--- src/design/mis_pkg.sv ---
`timescale 1ns / 1ps
// ---------------------------------------------------------------------------
// mis_pkg
// shared types and constants for the merge sort inversion counter
// ---------------------------------------------------------------------------
package mis_pkg;

  localparam int DEF_MAX_ITEMS = 32;
  localparam int VALUE_W       = 32;
  localparam int POS_W         = 6;
  localparam int INV_W         = 11;

  typedef struct packed {
    logic signed [VALUE_W-1:0] value;
    logic                      is_last;
  } in_item_t;

  typedef struct packed {
    logic signed [VALUE_W-1:0] sorted_value;
    logic [POS_W-1:0]          position;
    logic [INV_W-1:0]          inversion_total;
    logic                      dropped;
    logic                      last_result;
  } result_t;

  typedef enum logic [2:0] {
    S_LOAD,
    S_SETUP,
    S_READ,
    S_MERGE,
    S_EMIT_RD,
    S_EMIT_OUT
  } state_t;

endpackage

--- src/design/mis_if.sv ---
`timescale 1ns / 1ps
// ---------------------------------------------------------------------------
// mis_in_if / mis_out_if
// valid/ready channels for list items and sorted results
// ---------------------------------------------------------------------------
interface mis_in_if import mis_pkg::*; ();
  logic     valid;
  logic     ready;
  in_item_t payload;

  modport source (output valid, output payload, input ready);
  modport sink (input valid, input payload, output ready);
endinterface

interface mis_out_if import mis_pkg::*; ();
  logic    valid;
  logic    ready;
  result_t payload;

  modport source (output valid, output payload, input ready);
  modport sink (input valid, input payload, output ready);
endinterface

--- src/design/mis_ram.sv ---
`timescale 1ns / 1ps
// ---------------------------------------------------------------------------
// mis_ram
// element store, one write port and two registered read ports
// ---------------------------------------------------------------------------
module mis_ram import mis_pkg::*; #(
  parameter int DEPTH = DEF_MAX_ITEMS,
  parameter int WIDTH = VALUE_W
) (
  input  logic                     clk,
  input  logic                     wr_en,
  input  logic [$clog2(DEPTH)-1:0] wr_addr,
  input  logic [WIDTH-1:0]         wr_data,
  input  logic [$clog2(DEPTH)-1:0] rd_addr_a,
  input  logic [$clog2(DEPTH)-1:0] rd_addr_b,
  output logic [WIDTH-1:0]         rd_data_a,
  output logic [WIDTH-1:0]         rd_data_b
);

  logic [WIDTH-1:0] mem [DEPTH];

  always_ff @(posedge clk) begin
    if (wr_en) begin
      mem[wr_addr] <= wr_data;
    end
  end

  always_ff @(posedge clk) begin
    rd_data_a <= mem[rd_addr_a];
    rd_data_b <= mem[rd_addr_b];
  end

endmodule

--- src/design/mis_cmp.sv ---
`timescale 1ns / 1ps
// ---------------------------------------------------------------------------
// mis_cmp
// merge compare: picks the head of the left or right run, counts split pairs
// ---------------------------------------------------------------------------
module mis_cmp import mis_pkg::*; #(
  parameter int CNT_W = $clog2(DEF_MAX_ITEMS + 1)
) (
  input  logic [CNT_W-1:0]          a,
  input  logic [CNT_W-1:0]          b,
  input  logic [CNT_W-1:0]          mid,
  input  logic [CNT_W-1:0]          hi,
  input  logic signed [VALUE_W-1:0] data_a,
  input  logic signed [VALUE_W-1:0] data_b,
  output logic                      take_a,
  output logic [CNT_W-1:0]          inv_add
);

  logic left_open;
  logic right_open;

  assign left_open  = (a < mid);
  assign right_open = (b < hi);

  // ties go to the left run, which keeps the sort stable
  assign take_a  = left_open && (!right_open || (data_a <= data_b));
  assign inv_add = (left_open && !take_a) ? (mid - a) : '0;

endmodule

--- src/design/merge_sort_inversion_count_top.sv ---
`timescale 1ns / 1ps
// ---------------------------------------------------------------------------
// merge_sort_inversion_count_top
// loads a list, merge-sorts it bottom-up and counts inversions, then streams
// the sorted list with the inversion total
//
//   channel   dir   payload                                       beat
//   items     in    value, is_last                                one element
//   results   out   sorted_value, position, inversion_total,      one sorted
//                   dropped, last_result                          element
//
// load: one beat per cycle, no result until the beat marked is_last
// sort: ceil(log2 n) passes over ping-pong stores; each element goes through
//   the shared compare as a registered ram read, then compare and write,
//   after a setup step for each run pair
// emit: a store read, then a wait for out_free; items is not ready from
//   the last beat until the final result is in the output register
// synchronous reset clears control only; the stores need no clearing pass
// ---------------------------------------------------------------------------
module merge_sort_inversion_count_top import mis_pkg::*; #(
  parameter int MAX_ITEMS = DEF_MAX_ITEMS
) (
  input  logic      clk,
  input  logic      rst,
  mis_in_if.sink    items,
  mis_out_if.source results
);

  localparam int IDX_W = $clog2(MAX_ITEMS);
  localparam int CNT_W = $clog2(MAX_ITEMS + 1);
  localparam int SUM_W = CNT_W + 2;

  state_t state;
  state_t state_next;

  logic [CNT_W-1:0] count;
  logic             overflow;
  logic             src_sel;
  logic [CNT_W-1:0] width;
  logic [CNT_W-1:0] lo;
  logic [CNT_W-1:0] mid;
  logic [CNT_W-1:0] hi;
  logic [CNT_W-1:0] a;
  logic [CNT_W-1:0] b;
  logic [CNT_W-1:0] k;
  logic [INV_W-1:0] inv;
  result_t          out_reg;
  logic             out_valid;

  logic             item_beat;
  logic             load_ok;
  logic [CNT_W-1:0] count_after;
  logic             out_free;
  logic             out_load;
  logic             merge_we;
  logic [CNT_W-1:0] k_inc;
  logic [SUM_W-1:0] n_ext;
  logic [SUM_W-1:0] mid_sum;
  logic [SUM_W-1:0] hi_sum;
  logic [SUM_W-1:0] width2;
  logic [CNT_W-1:0] mid_c;
  logic [CNT_W-1:0] hi_c;
  logic             run_done;
  logic             pass_done;
  logic             sort_done;

  logic              take_a;
  logic [CNT_W-1:0]  inv_add;
  logic signed [VALUE_W-1:0] src_a;
  logic signed [VALUE_W-1:0] src_b;
  logic signed [VALUE_W-1:0] merged;

  logic                ram0_we;
  logic                ram1_we;
  logic [IDX_W-1:0]    wr_addr;
  logic [VALUE_W-1:0]  wr_data;
  logic [IDX_W-1:0]    rd_addr_a;
  logic [IDX_W-1:0]    rd_addr_b;
  logic [VALUE_W-1:0]  ram0_a;
  logic [VALUE_W-1:0]  ram0_b;
  logic [VALUE_W-1:0]  ram1_a;
  logic [VALUE_W-1:0]  ram1_b;

  // run bounds and loop tests
  assign item_beat   = items.valid && items.ready;
  assign load_ok     = (count < CNT_W'(MAX_ITEMS));
  assign count_after = load_ok ? (count + CNT_W'(1)) : count;
  assign out_free    = !out_valid || results.ready;
  assign k_inc       = k + CNT_W'(1);
  assign n_ext       = SUM_W'(count);
  assign mid_sum     = SUM_W'(lo) + SUM_W'(width);
  assign width2      = SUM_W'(width) << 1;
  assign hi_sum      = SUM_W'(lo) + width2;
  assign mid_c       = (mid_sum > n_ext) ? count : mid_sum[CNT_W-1:0];
  assign hi_c        = (hi_sum > n_ext) ? count : hi_sum[CNT_W-1:0];
  assign run_done    = (k_inc == hi);
  assign pass_done   = (hi_sum >= n_ext);
  assign sort_done   = (width2 >= n_ext);

  // store access
  assign src_a   = src_sel ? ram1_a : ram0_a;
  assign src_b   = src_sel ? ram1_b : ram0_b;
  assign merged  = take_a ? src_a : src_b;

  assign ram0_we   = (item_beat && load_ok) || (merge_we && src_sel);
  assign ram1_we   = merge_we && !src_sel;
  assign wr_addr   = (state == S_LOAD) ? count[IDX_W-1:0] : k[IDX_W-1:0];
  assign wr_data   = (state == S_LOAD) ? items.payload.value : merged;
  assign rd_addr_a = ((state == S_EMIT_RD) || (state == S_EMIT_OUT)) ?
                     k[IDX_W-1:0] : a[IDX_W-1:0];
  assign rd_addr_b = b[IDX_W-1:0];

  mis_ram #(.DEPTH(MAX_ITEMS), .WIDTH(VALUE_W)) u_ram0 (
    .clk       (clk),
    .wr_en     (ram0_we),
    .wr_addr   (wr_addr),
    .wr_data   (wr_data),
    .rd_addr_a (rd_addr_a),
    .rd_addr_b (rd_addr_b),
    .rd_data_a (ram0_a),
    .rd_data_b (ram0_b)
  );

  mis_ram #(.DEPTH(MAX_ITEMS), .WIDTH(VALUE_W)) u_ram1 (
    .clk       (clk),
    .wr_en     (ram1_we),
    .wr_addr   (wr_addr),
    .wr_data   (wr_data),
    .rd_addr_a (rd_addr_a),
    .rd_addr_b (rd_addr_b),
    .rd_data_a (ram1_a),
    .rd_data_b (ram1_b)
  );

  mis_cmp #(.CNT_W(CNT_W)) u_cmp (
    .a       (a),
    .b       (b),
    .mid     (mid),
    .hi      (hi),
    .data_a  (src_a),
    .data_b  (src_b),
    .take_a  (take_a),
    .inv_add (inv_add)
  );

  // sequencer
  always_ff @(posedge clk) begin
    if (rst) begin
      state <= S_LOAD;
    end else begin
      state <= state_next;
    end
  end

  always_comb begin
    state_next  = state;
    items.ready = 1'b0;
    merge_we    = 1'b0;
    out_load    = 1'b0;
    unique case (state)
      S_LOAD: begin
        items.ready = 1'b1;
        if (item_beat && items.payload.is_last) begin
          state_next = (count_after > CNT_W'(1)) ? S_SETUP : S_EMIT_RD;
        end
      end
      S_SETUP: begin
        state_next = S_READ;
      end
      S_READ: begin
        state_next = S_MERGE;
      end
      S_MERGE: begin
        merge_we = 1'b1;
        if (run_done) begin
          state_next = (pass_done && sort_done) ? S_EMIT_RD : S_SETUP;
        end else begin
          state_next = S_READ;
        end
      end
      S_EMIT_RD: begin
        state_next = S_EMIT_OUT;
      end
      S_EMIT_OUT: begin
        if (out_free) begin
          out_load   = 1'b1;
          state_next = (k_inc == count) ? S_LOAD : S_EMIT_RD;
        end
      end
      default: begin
        state_next = S_LOAD;
      end
    endcase
  end

  // control registers
  always_ff @(posedge clk) begin
    if (rst) begin
      count     <= '0;
      overflow  <= 1'b0;
      src_sel   <= 1'b0;
      out_valid <= 1'b0;
    end else begin
      if (item_beat) begin
        count <= count_after;
        if (!load_ok) begin
          overflow <= 1'b1;
        end
      end
      if (merge_we && run_done && pass_done) begin
        src_sel <= ~src_sel;
      end
      if (out_load && (k_inc == count)) begin
        count    <= '0;
        overflow <= 1'b0;
        src_sel  <= 1'b0;
      end
      if (out_load) begin
        out_valid <= 1'b1;
      end else if (results.ready) begin
        out_valid <= 1'b0;
      end
    end
  end

  // sort and emit datapath
  always_ff @(posedge clk) begin
    unique case (state)
      S_LOAD: begin
        if (item_beat && items.payload.is_last) begin
          width <= CNT_W'(1);
          lo    <= '0;
          k     <= '0;
          inv   <= '0;
        end
      end
      S_SETUP: begin
        mid <= mid_c;
        hi  <= hi_c;
        a   <= lo;
        b   <= mid_c;
        k   <= lo;
      end
      S_READ: begin
      end
      S_MERGE: begin
        inv <= inv + INV_W'(inv_add);
        if (take_a) begin
          a <= a + CNT_W'(1);
        end else begin
          b <= b + CNT_W'(1);
        end
        if (run_done) begin
          if (pass_done) begin
            lo    <= '0;
            width <= width2[CNT_W-1:0];
            k     <= '0;
          end else begin
            lo <= hi_sum[CNT_W-1:0];
            k  <= k_inc;
          end
        end else begin
          k <= k_inc;
        end
      end
      S_EMIT_RD: begin
      end
      S_EMIT_OUT: begin
        if (out_free) begin
          out_reg.sorted_value    <= src_a;
          out_reg.position        <= POS_W'(k);
          out_reg.inversion_total <= inv;
          out_reg.dropped         <= overflow;
          out_reg.last_result     <= (k_inc == count);
          k                       <= k_inc;
        end
      end
      default: begin
      end
    endcase
  end

  assign results.valid   = out_valid;
  assign results.payload = out_reg;

  a_count_bound: assert property (@(posedge clk) disable iff (rst)
    count <= CNT_W'(MAX_ITEMS))
    else $error("element count above capacity");

  a_merge_source: assert property (@(posedge clk) disable iff (rst)
    (state == S_MERGE) |-> ((a < mid) || (b < hi)))
    else $error("merge step with both runs exhausted");

  a_emit_clears: assert property (@(posedge clk) disable iff (rst)
    (out_load && (k_inc == count)) |=> ((count == '0) && !overflow && (state == S_LOAD)))
    else $error("list state not cleared after final result");

endmodule

--- src/flat_wrapper.sv ---
// flat-port wrapper written by rule: the top's interface ports become plain ports
module merge_sort_inversion_count_top_flat import mis_pkg::*;
#(
  parameter int MAX_ITEMS = DEF_MAX_ITEMS
)
  (clk, rst, items_valid, items_payload, items_ready, results_valid, results_payload, results_ready);
  mis_in_if items_i ();
  mis_out_if results_i ();
  input  logic clk;
  input  logic rst;
  input wire logic [$bits(items_i.valid)-1:0] items_valid;
  input wire logic [$bits(items_i.payload)-1:0] items_payload;
  output wire logic [$bits(items_i.ready)-1:0] items_ready;
  output wire logic [$bits(results_i.valid)-1:0] results_valid;
  output wire logic [$bits(results_i.payload)-1:0] results_payload;
  input wire logic [$bits(results_i.ready)-1:0] results_ready;
  assign items_i.valid = items_valid;
  assign items_i.payload = items_payload;
  assign items_ready = items_i.ready;
  assign results_valid = results_i.valid;
  assign results_payload = results_i.payload;
  assign results_i.ready = results_ready;
  merge_sort_inversion_count_top #(.MAX_ITEMS(MAX_ITEMS)) u_core (.clk(clk), .rst(rst), .items(items_i), .results(results_i));
endmodule
--- config.mk ---
export PLATFORM = sky130hd
export DESIGN_NAME = merge_sort_inversion_count_top_flat
export DESIGN_NICKNAME = d
export VERILOG_FILES = /design/src/design/mis_pkg.sv /design/src/design/mis_if.sv /design/src/design/mis_ram.sv /design/src/design/mis_cmp.sv /design/src/design/merge_sort_inversion_count_top.sv /design/src/flat_wrapper.sv
export SDC_FILE = /design/constraint.sdc
export NUM_CORES = 2
export LEC_CHECK = 0
export ABC_CLOCK_PERIOD_IN_PS = 6260
export BUFFER_PORTS_ARGS = -buffer_cell sky130_fd_sc_hd__buf_2
export CAP_MARGIN = 15
export CORE_ASPECT_RATIO = 1.75
export CORE_MARGIN = 2
export CORE_UTILIZATION = 45
export DETAILED_ROUTE_END_ITERATION = 8
export GPL_ROUTABILITY_DRIVEN = 0
export PLACE_DENSITY_LB_ADDON = 0.2
export SYNTH_ARGS = -nofsm -noshare
export SYNTH_HDL_FRONTEND = slang
export SYNTH_HIERARCHICAL = 1
export SYNTH_SLANG_ARGS = --single-unit
--- constraint.sdc ---
create_clock -name clk -period 6.26 [get_ports clk]
set_input_delay 0.626 -clock clk [delete_from_list [all_inputs] [get_ports clk]]
set_output_delay 0.626 -clock clk [all_outputs]
set_load 0.1 [all_outputs]
Word level (Yosys, flattened, before mapping). Memories as Yosys holds them, arrays and structs flattened. A register that Yosys moved wholly into a read port is not among the register bits. Index checks and enable logic that the tools add are counted. W data, S select, Z words.

Memories kept: 2. Bits in writable memories: 2048. Input bits: 37. Register bits: 116.

Bitwise gates (word level): 2. Reduce and logical (&&, ||, !) cells: 34. Eq/ne operators: 13. Muxes and demuxes: 45. $lt $le $gt $ge: 9. $add $sub $neg: 8.

Memories: u_core.u_ram0.mem (depth 32, width 32, read ports 2, clocked after memory_dff 2, write ports 1, RTL line mis_ram.sv:20) `logic [WIDTH-1:0] mem [DEPTH];`; u_core.u_ram1.mem (depth 32, width 32, read ports 2, clocked after memory_dff 2, write ports 1, RTL line mis_ram.sv:20).

Operators with widths (count): $mux W32 (4); $mux W6 (15); $pmux W6 S2 (4); $le A32 B32 Y1 (1); $add A6 B1 Y6 const B (4); $pmux W6 S4 (1); $pmux W11 S2 (1); $mux W3 (6); $pmux W3 S6 (1); $gt A8 B6 Y1 (2); $eq A6 B6 Y1 (2); $lt A6 B6 Y1 (2); $reduce_and A2 Y1 (6); $add A11 B6 Y11 (1); $logic_and A1 B1 Y1 (11); $mux W11 (1); $mux W1 (10); $mux W5 (2); $add A6 B7 Y8 (1); $ge A8 B6 Y1 (1); $ne A2 B1 Y1 const B (4); $add A6 B6 Y7 (1); $ge A7 B6 Y1 (1); $eq A3 B2 Y1 const B (2); other kinds (15) (27).

Depth between registers and ports, before layout.
Depth after elaboration: 9. Depth in mapped cells: 21. Mapped depth without buffers: 20.

Cells and area by module. Netlist, hierarchy kept.

By module, submodules not included: mis_ram (sequential area each 32030.7 um^2, instances 2, area each 50070.5 um^2, cells an instance 3450); merge_sort_inversion_count_top (sequential area each 3363.2 um^2, instances 1, area each 7445.9 um^2, cells an instance 677); mis_cmp (sequential area each 0.0 um^2, instances 1, area each 1360.1 um^2, cells an instance 193).

Worst setup path before layout. Ideal clock, no wire load.

Path type: register to register. From: reg u_core.src_sel. To: mem u_core/u_ram0/mem[0][10] in the netlist's numbering (data pin). Clock period less this slack: 6.591 ns. Buffers on the path: 4. Data required time: 5.558 ns. Path slack: -0.331 ns. Arrival: 5.889 ns. Cell stages (with the launch flop): 16. Cell sequence: dfxtp_1 > buf_1 > buf_2 > mux2_2 > inv_1 > ha_1 > a21oi_1 > nor2_1 > a211o_1 > o311ai_2 > o22ai_1 > nor2_1 > clkbuf_1 > clkbuf_1 > mux2i_1 > o21ai_0.

Cells in the longest elaborated chain, start to end: 6. Elaborated cells between the ends (all ways): 7. Classes of those cells: order compare: 1; mux: 4; reduce/logical: 2.

RTL lines: start: declaration (RTL line merge_sort_inversion_count_top.sv:38) `logic src_sel;`; start signal: assignment (RTL line merge_sort_inversion_count_top.sv:211) `src_sel <= ~src_sel;`; $mux W32 (RTL line merge_sort_inversion_count_top.sv:102) `assign src_b = src_sel ? ram1_b : ram0_b;`; net u_core.src_b[13] (RTL line merge_sort_inversion_count_top.sv:70) `logic signed [VALUE_W-1:0] src_b;`; $le A32 B32 Y1 (RTL line mis_cmp.sv:26) `assign take_a = left_open && (!right_open || (data_a <= data_b));`; $logic_or A1 B1 Y1 (RTL line mis_cmp.sv:26); $logic_and A1 B1 Y1 (RTL line mis_cmp.sv:26); net u_core.take_a (RTL line merge_sort_inversion_count_top.sv:67) `logic take_a;`; $mux W32 (RTL line merge_sort_inversion_count_top.sv:103) `assign merged = take_a ? src_a : src_b;`; $mux W32 (RTL line merge_sort_inversion_count_top.sv:108) `assign wr_data = (state == S_LOAD) ? items.payload.value : merged;`; net u_core.wr_data[10] (RTL line merge_sort_inversion_count_top.sv:76) `logic [VALUE_W-1:0] wr_data;`; end: declaration (RTL line mis_ram.sv:20).

The timed path passes the listed nets, and every way through them passes these cells.

Worst setup path in the final report.
From: reg u_core.src_sel. To: reg u_core.inv[10] (data pin).

Cells in the longest elaborated chain, start to end: 9. Elaborated cells between the ends (all ways): 10. Classes of those cells: add/sub: 1; order compare: 1; mux: 4; reduce/logical: 4.

RTL lines: $mux W32 (RTL line merge_sort_inversion_count_top.sv:101) `assign src_a = src_sel ? ram1_a : ram0_a;`; net u_core.src_a[10] (RTL line merge_sort_inversion_count_top.sv:69) `logic signed [VALUE_W-1:0] src_a;`; $le A32 B32 Y1 (RTL line mis_cmp.sv:26); $logic_or A1 B1 Y1 (RTL line mis_cmp.sv:26); $logic_and A1 B1 Y1 (RTL line mis_cmp.sv:26); $logic_not A1 Y1 (RTL line mis_cmp.sv:27) `assign inv_add = (left_open && !take_a) ? (mid - a) : '0;`; $logic_and A1 B1 Y1 (RTL line mis_cmp.sv:27); $mux W6 (RTL line mis_cmp.sv:27); net u_core.inv_add[0] (RTL line merge_sort_inversion_count_top.sv:68) `logic [CNT_W-1:0] inv_add;`; $add A11 B6 Y11 (RTL line merge_sort_inversion_count_top.sv:247) `inv <= inv + INV_W'(inv_add);`; $pmux W11 S2 (RTL line merge_sort_inversion_count_top.sv:228) `unique case (state)`; end signal: assignment (RTL line merge_sort_inversion_count_top.sv:247); end: declaration (RTL line merge_sort_inversion_count_top.sv:46) `logic [INV_W-1:0] inv;`.

The timed path passes the listed nets, and every way through them passes these cells. A chain may end at the register's enable or synchronous reset.

==> impl_results.md <==
* Minimum clock period at 5.51 ns
* Worst Setup Start Kind: flop
* Num rows at 239
* Largest net degree at the start of global routing at 124
* Initial Util at 0.451
* Outcome: finished clean
* Hold Path Origin: results_ready
* Place WS at 0.875 ns
* Avg Inst Size Synth at 14.0 um2
* Multiplexer share of the synthesized area at 0.200
* Top FF cell, synth: edfxtp_1
* # H-tree levels at 4
* Slew margin rel. at 0.278
* Required @ worst endpoint at 6.87 ns
* RSZ-0062 raised after global routing: false
* Initial antenna violation count at 35
* Max cap viols at 0
* Seq cells post-synth at 2292
* Max frequency at 182 MHz
* Met2 routed WL at 190000 um
* Yosys top cell by area: edfxtp_1
* Synth area leaders: edfxtp_1 (59%), mux2i_1 (19%), a22oi_1 (2.6%), dfxtp_1 (2.6%), a22o_1 (2.1%)
* R2R Path Start: u_core/src_sel$_SDFFE_PP0P_
* Vias/cell at 6.45
* Pleak at 44.5 nW
* Sequential share of the synthesized area at 0.619
* Critical-path top delay cell: dfxtp_4
* Placeable Area at 0.241 mm2
* Root Buffer: clkbuf_16
* First-pass GRT wire length at 525000 um
* Area delta synth->final at 11.3%
* EDFF count, synth at 2152
* DIE HEIGHT at 655 um
* Pre-antenna DRT Iters at 6
* Post-synthesis adder-cell area fraction at 0.0100
* Worst-Margin Slew at 1.08 ns
* PostCTS Resize Cnt at 0
* WL met3 at 24000 um
* HP Class: in2reg
* Worst Hold Endpoint: u_core/results.valid$_SDFFE_PP0P_
* DIE AREA at 0.246 mm2
* I/O Buffers at 89
* CTS tree: built
* Clk sinks at 2292
* Share of layout cells above drive strength 1 at 0.116
* Flop-to-flop setup slack at 0.75 ns
* Worst path max stage delay at 0.89 ns
* Post-synthesis simple-gate area fraction at 0.0524
* Die width at 376 um
* Synthesized cell area at 0.109 mm2
* WP data arrival at 6.12 ns
* Tot GR Track Use at 0.298
* GR Overflow Total at 0
* Met1 wire length at 132000 um
* Critical path fanouts, max at 57
* Cts bufs inserted at 208
* Setup violation total in the final timing report at 0
* DRC violations left at 0
* Critical path class: reg2reg
* Setup ws final at 0.753 ns
* Vias in the first global route at 73.0k
* Worst-case reg-to-reg path depth at 19
* Syn Inst Count at 7770
* Synth Area in XOR/XNOR at 0.00402
* PD cells at 481 mW/mm2
* Syn Nets at 7892
* Wire per inst at 33.7 um
* Clk_lat worst skew at 0.90 ns
* Final ANT Viol Nets at 0
* Number of I/O pins at 90
* Compound-gate portion of the synthesized area at 0.0817
* Synth Warn # at 6
* Top-count cell post-synth: edfxtp_1
* Dpl cell area at 0.114 mm2
* Final Skew at 0.0504 ns
* Netlist cell types at 75
* Via count at 71.9k
* Post-synth top cells: edfxtp_1 (2152), mux2i_1 (2084), nand2_1 (479), a21oi_1 (420), nand3_1 (401)
* Longest Clk Path Bufs at 4
* Final wirelength at 376000 um
* 1st-iter DRT viols at 6709
* Detailed-placement wirelength estimate at 235000 um
* Hold Path Depth at 3
* CP endpoint kind: flop
* Number of nets in the layout at 7941
* Main combinational cell family by area after synthesis: multiplexers
* FF-to-FF End: u_core/inv[10]$_SDFFCE_PN0P_
* Final Instance Area at 0.121 mm2
* Top layer in use: met5
* Tcrit/Tclk final at 0.880
* Clock slew at reported path FFs at 0.07 ns
* Hold Vio Cnt, Final at 0
* Crit-path cells: buf_4, mux2_2, ha_1, nand4_1, nor4_2, a21boi_2, o311a_2, o21ai_2, a211oi_1, ha_1, inv_1, fa_1, nor2b_1, o21ai_0, a21oi_1, o21ai_0, a21oi_1, xnor2_1, nor2_1
* Slew Viols, Final at 0
* Pwr Total at 58.3 mW
* FFs w/ async S/R, synth at 0
* Peak supply drop at 0.000392 V
* Synth top area share at 0.593
==> repair_timing <==
item | in CTS | in global routing
hold buffers | 1 | 0
endpoints found under the setup margin | 0 | 0
endpoints found under the hold margin | 1 | 0
buffers inserted | 0 | 0
==> stage by stage <==
stage | hold WS, ns | setup TNS, ns | cells | utilization
floorplan | 0.409 | -177.49 | 7770 | -
global placement | 0.507 | 0 | 10700 | 0.473
detailed placement | 0.511 | 0 | 10700 | 0.474
CTS | 0.0346 | 0 | 11100 | 0.502
global route | 0.0913 | 0 | 11100 | 0.502
finish | 0.0767 | 0 | 11100 | 0.502
==> state kept, by name, summed over array words and instances, names as in the netlist <==
signal and cells:
u_core/inv 11, u_core/mid 6, u_core/u_ram0/rd_data_b 32, u_core/overflow 1, u_core/lo 6, u_core/src_sel 1, u_core/results.payload 51, u_core/u_ram1/mem 1024
u_core/results.valid 1, u_core/width 6, u_core/a 6, u_core/u_ram0/rd_data_a 32, u_core/state 3, u_core/k 6, u_core/count 6, u_core/b 6
u_core/u_ram1/rd_data_a 32, u_core/u_ram1/rd_data_b 32, u_core/hi 6, u_core/u_ram0/mem 1024
==> how the worst max path moves through the flow <==
stage                                            from                             endpoint  slack [ns]
final                     u_core/src_sel$_SDFFE_PP0P_         u_core/inv[10]$_SDFFCE_PN0P_        0.75
after global routing      u_core/src_sel$_SDFFE_PP0P_          u_core/inv[8]$_SDFFCE_PN0P_        0.47
after CTS                 u_core/src_sel$_SDFFE_PP0P_         u_core/inv[10]$_SDFFCE_PN0P_        0.87
after detailed placement  u_core/src_sel$_SDFFE_PP0P_         u_core/inv[10]$_SDFFCE_PN0P_        0.88
after global placement    u_core/src_sel$_SDFFE_PP0P_  u_core/u_ram0/mem[17][11]$_DFFE_PP_        1.01
after floorplan           u_core/src_sel$_SDFFE_PP0P_   u_core/u_ram0/mem[0][22]$_DFFE_PP_       -0.31
==> per-layer routing <==
metal,up-vias,global-route usage
met5,-,0
met2,3247,0.531
li1,30400,-
met4,14,0.198
met3,1179,0.0445
met1,37000,0.329
==> cells in the final DEF (no fill, tap or decap), types with 41 or more instances in the layout <==
cell type | Yosys | final
edfxtp_1 | 2152 | 2152
mux2i_1 | 2084 | 2084
nand2_1 | 479 | 475
a21oi_1 | 420 | 420
nand3_1 | 401 | 401
a22oi_1 | 384 | 384
a22o_1 | 256 | 256
clkbuf_16 | 0 | 216
buf_4 | 97 | 200
dfxtp_1 | 140 | 139
nor3_1 | 138 | 138
a31oi_1 | 134 | 134
buf_2 | 152 | 89
buf_12 | 0 | 85
mux2_2 | 82 | 81
ha_1 | 81 | 81
inv_1 | 72 | 72
nor2_4 | 0 | 70
nor2_1 | 115 | 44
clkbuf_1 | 182 | 41
==> final cells by class <==
cell class | count | area [um2]
Timing Repair Buffer | 380 | 3700
Antenna cell | 9 | 22.5
Sequential cell | 2292 | 67400
Clock inverter | 112 | 1190
Multi-Input combinational cell | 4863 | 39000
Tap cell | 3133 | 3920
Clock buffer | 269 | 5720
Fill cell | 20300 | 120000
Inverter | 74 | 283
==> where the power goes <==
| part | total (mW) | internal (mW) | switching, mW |
|---|---|---|---|
| Clock | 13.2 | 7.45 | 5.79 |
| Combinational | 23.2 | 7.11 | 16.1 |
| Sequential | 21.8 | 21.2 | 0.632 |
| Total | 58.3 | 35.8 | 22.5 |
==> critical path, delay by kind of cell (launching register included) <==
kind / cells / cell delay, ns
flops: 1 / 0.89
simple gates: 4 / 0.77
mux: 1 / 0.38
xor+xnor: 1 / 0.14
buf+inv: 2 / 0.41
compound gates: 8 / 1.64
fa+ha+maj: 3 / 0.93
==> logic make-up (layout without fill, tap and decap cells) <==
kind of cell,Yosys count,in the layout
flip-flops,2292,2292
multiplexers,2167,2167
AO/OA/AOI/OAI,1320,1320
AND/OR/NAND/NOR,1246,1246
buffers and inverters,615,835
adder cells (fa/ha/maj),85,85
XOR/XNOR,45,45
other,0,9
Note: power is estimated with default switching activity, not from simulation.
